File: src/rtl/tnms_pkg.sv
// shared constants and controller/datapath interface types for top-n max selection
`default_nettype none
package tnms_pkg;

    localparam int STORE_DEPTH_DEF  = 256;
    localparam int MAX_PICKS_DEF    = 16;
    localparam int SAMPLE_W         = 32;
    localparam int INDEX_W          = 8;
    localparam int PICK_CFG_W       = 5;
    localparam int APB_ADDR_W       = 3;
    localparam int APB_DATA_W       = 32;

    localparam logic [SAMPLE_W-1:0]   MOST_NEG         = 32'h8000_0000;
    localparam logic [PICK_CFG_W-1:0] PICK_COUNT_RESET = 5'd10;

    // register index, taken from paddr[2]
    localparam logic REG_PICK_COUNT = 1'b0;

    typedef struct packed {
        logic load_wr;     // store the accepted sample beat
        logic fill_clear;  // empty the store for the next run
        logic pick_start;  // latch the clamped pick count
        logic scan_start;  // restart the read counter
        logic rd_en;       // issue one store read
        logic put;         // emit the best entry and knock it out
    } cmd_t;

    typedef struct packed {
        logic picks_zero;
        logic issue_last;
        logic out_free;
        logic pick_last;
    } stat_t;

endpackage
`default_nettype wire

File: src/rtl/tnms_ctrl.sv
// controller state machine for top-n max selection
`default_nettype none
module tnms_ctrl (
    input  wire logic          aclk,
    input  wire logic          aresetn,
    input  wire logic          s_tvalid,
    input  wire logic          s_tlast,
    output logic               s_tready,
    output tnms_pkg::cmd_t     cmd,
    input  wire tnms_pkg::stat_t stat
);

    localparam logic [1:0] ST_LOAD  = 2'd0;
    localparam logic [1:0] ST_SCAN  = 2'd1;
    localparam logic [1:0] ST_DRAIN = 2'd2;
    localparam logic [1:0] ST_PUT   = 2'd3;

    logic [1:0] state_reg, state_next;

    assign s_tready = (state_reg == ST_LOAD);

    always_comb begin
        state_next = state_reg;
        cmd        = '0;
        case (state_reg)
            ST_LOAD: begin
                if (s_tvalid) begin
                    cmd.load_wr = 1'b1;
                    if (s_tlast) begin
                        if (stat.picks_zero) begin
                            cmd.fill_clear = 1'b1;
                        end else begin
                            cmd.pick_start = 1'b1;
                            cmd.scan_start = 1'b1;
                            state_next     = ST_SCAN;
                        end
                    end
                end
            end
            ST_SCAN: begin
                cmd.rd_en = 1'b1;
                if (stat.issue_last) begin
                    state_next = ST_DRAIN;
                end
            end
            ST_DRAIN: begin
                // last read data is compared in this cycle
                state_next = ST_PUT;
            end
            ST_PUT: begin
                if (stat.out_free) begin
                    cmd.put = 1'b1;
                    if (stat.pick_last) begin
                        cmd.fill_clear = 1'b1;
                        state_next     = ST_LOAD;
                    end else begin
                        cmd.scan_start = 1'b1;
                        state_next     = ST_SCAN;
                    end
                end
            end
            default: begin
                state_next = ST_LOAD;
            end
        endcase
    end

    always_ff @(posedge aclk) begin
        if (!aresetn) begin
            state_reg <= ST_LOAD;
        end else begin
            state_reg <= state_next;
        end
    end

endmodule
`default_nettype wire

File: config.mk
export PLATFORM = sky130hd
export DESIGN_NAME = tnms_ctrl
export DESIGN_NICKNAME = d
export VERILOG_FILES = /design/src/rtl/tnms_pkg.sv /design/src/rtl/tnms_ctrl.sv
export SDC_FILE = /design/constraint.sdc
export NUM_CORES = 1
export LEC_CHECK = 0
export BUFFER_PORTS_ARGS = -buffer_cell sky130_fd_sc_hd__clkbuf_2
export CORE_AREA = 8 8 45 47
export CTS_CLUSTER_SIZE = 8
export DETAILED_ROUTE_END_ITERATION = 10
export DIE_AREA = 0 0 53 55
export PLACE_DENSITY = 0.53
export SLEW_MARGIN = 10
export SYNTH_ARGS = -nofsm -noshare
export SYNTH_HDL_FRONTEND = slang
export SYNTH_SLANG_ARGS = --single-unit
File: constraint.sdc
create_clock -name aclk -period 1.8 [get_ports aclk]
set_input_delay 0.27 -clock aclk [delete_from_list [all_inputs] [get_ports aclk]]
set_output_delay 0.27 -clock aclk [all_outputs]
set_load 0.01 [all_outputs]
==> metrics.txt <==
Setup Total Neg Slack 0 ps; CP Cell Sequence inv_1 > ha_2 > and4b_1 > o21ba_1 > clkbuf_2; Largest stage delay, worst path 370 ps; post-DR wirelength/cell 10.4 um; initial antenna violation count 0; Placer Congestion 0.710; final hold violations 0; clock root cell clkbuf_4; ranking of synthesized cells by area ha_1, dfxtp_1, a2111oi_4; number of synthesized flops with an enable pin 0; # Max-Cap Violations 0; actual slew at the worst max-slew pin 353 ps; n_diodes 0; Synth async-reset ratio 0; yosys warns 0; Synth Instances 29; Seq/Total Area, Yosys 0.150; gr usage total 0.0513; vias in the first global route 270; non-filler cells, final 62; Netlist Area Pre-Place 268 um2; peak supply drop 493 uV; PwrDens 968 mW/mm2; H-tree depth 1; final worst-path cycle share 0.920; Crit Path Category flip-flop to primary output; post-synth top area cell ha_1; Fin Clk Skew 4.92 ps; clock sinks 2; Mean Syn Cell Area 9.23 um2; Yosys reg bits 2; normalized max-slew margin 0.765; antenna-violating nets left 0; final WL 645 um; Max Slew Vio Count 0; largest net degree at the start of global routing 7; Die Y-Extent 55 um; share of cells above drive strength 1 0.478; Overflow after GRT 0; first-pass GRT wire length 1140 um; HP Class input pin to flip-flop; largest delay contributor family on the critical path flip-flops; Initial Util 0.193; FMAX 604 MHz; WHS 342 ps; vias per inst 4.16; Seq. cell area 41.3 um2; Remaining DRCs 0; row count 14; Req. time, crit path 1530 ps; Fillers 152; Synth Flop Type dfxtp_1; total number of vias 258; area growth from synthesis to layout 43.5%; CP endpoint kind primary output; Initial DRT Pass Iterations 4; Bufs and invs on worst path 2; 1st-iter DRT viols 6; fin crit period 1660 ps; Post-CTS Repair Setup Buffers 0; die area 0.00292 mm2; synth unique cells 16; cell count after placement 59; CTS tree built; Synth top area share 0.187; DIE WIDTH 53 um; Leak Pwr 0.000189 uW; outcome finished clean; Critical Path Fanout Max 6; Clock Latency Late Sink 220 ps; Final Setup Violations 0; IO Count 15; Largest register FFs 2; number of buffers added on ports 14; fin nets 60; CTS max path bufs 2; CP startpoint kind flip-flop; Worst Path Arrival 1390 ps; RSZ-0062 raised after global routing no; CTS buffer count 3; Commonest cells post-synth ha_1, nand2_1, nor2b_1; DP Wirelength 561 um; footprint of the multi-input gates 223 um2; Worst-path clk slew 30 ps; post-synth net total 41; core area 0.00138 mm2; crit path max-delay cell type dfxtp_2
layer usage:
| metal | GRT usage | up-vias | part of all wire |
|---|---|---|---|
| met4 | 0.0129 | 0 | 0 |
| met5 | 0 | - | 0 |
| met3 | 0.0321 | 0 | 0.14 |
| li1 | - | 138 | - |
| met2 | 0.0703 | 11 | 0.39 |
| met1 | 0.0651 | 109 | 0.47 |
cells by family after synthesis:
logic type,after synthesis,share of synthesized area
and+or+nand+nor,15,0.374
adders and majority gates,4,0.187
DFF,2,0.150
AOI/OAI and AO/OA,4,0.187
buffers and inverters,2,0.0280
muxes,2,0.0748
repair_timing:
action                     4_1_cts  5_1_grt
setup endpoints to repair        0        1
hold buffers                     0        0
resized for setup                0        2
per-stage QoR:
stage	worst slack, ps	util	power, uW	cell area, um2
3_5_place_dp	196	0.259	271	358
3_3_place_gp	244	0.259	270	358
6_report	145	0.278	372	384
4_1_cts	14.1	0.275	371	380
5_1_grt	25.8	0.278	415	384
2_1_floorplan	287	-	209	268
worst paths after layout:
check | from | slack, ps | depth (start not counted) | end
min reg2reg | state_reg[1] | 490 | 2 | state_reg[1]
max reg2reg | state_reg[0] | 210 | 5 | state_reg[0]
max | state_reg[0] | 140 | 5 | cmd[2]
min | aresetn | 340 | 3 | state_reg[1]
cell usage in the layout (no fill, tap or decap), drive strengths merged, types with 2 or more instances in the layout:
cell type	count
inv	2
nand2	4
dfxtp	2
nor2b	5
clkbuf	17
and2	2
ha	4
mux2i	2
cell type report:
type,count,share of cell area
clock buffers,3,0.0586
repair buffers,14,0.182
well taps,16,0.0521
flip-flops and latches,2,0.107
multi-input cells,25,0.580
inverters,2,0.0195
worst register-to-register path, delay by kind of cell, from the launching register on:
family                     cells  cell delay (ps)
adders and majority gates      1              240
AOI/OAI and AO/OA              1              400
buffers and inverters          1               80
and+or+nand+nor                1              180
muxes                          1              250
DFF                            1              370
where the power goes:
part	leakage, uW	internal (uW)	switching (uW)
logic	0.000159	102	101
clock network	0.0000138	73.4	22.9
registers	0.0000167	57.3	14.9
(Power assumes the default switching activity.)
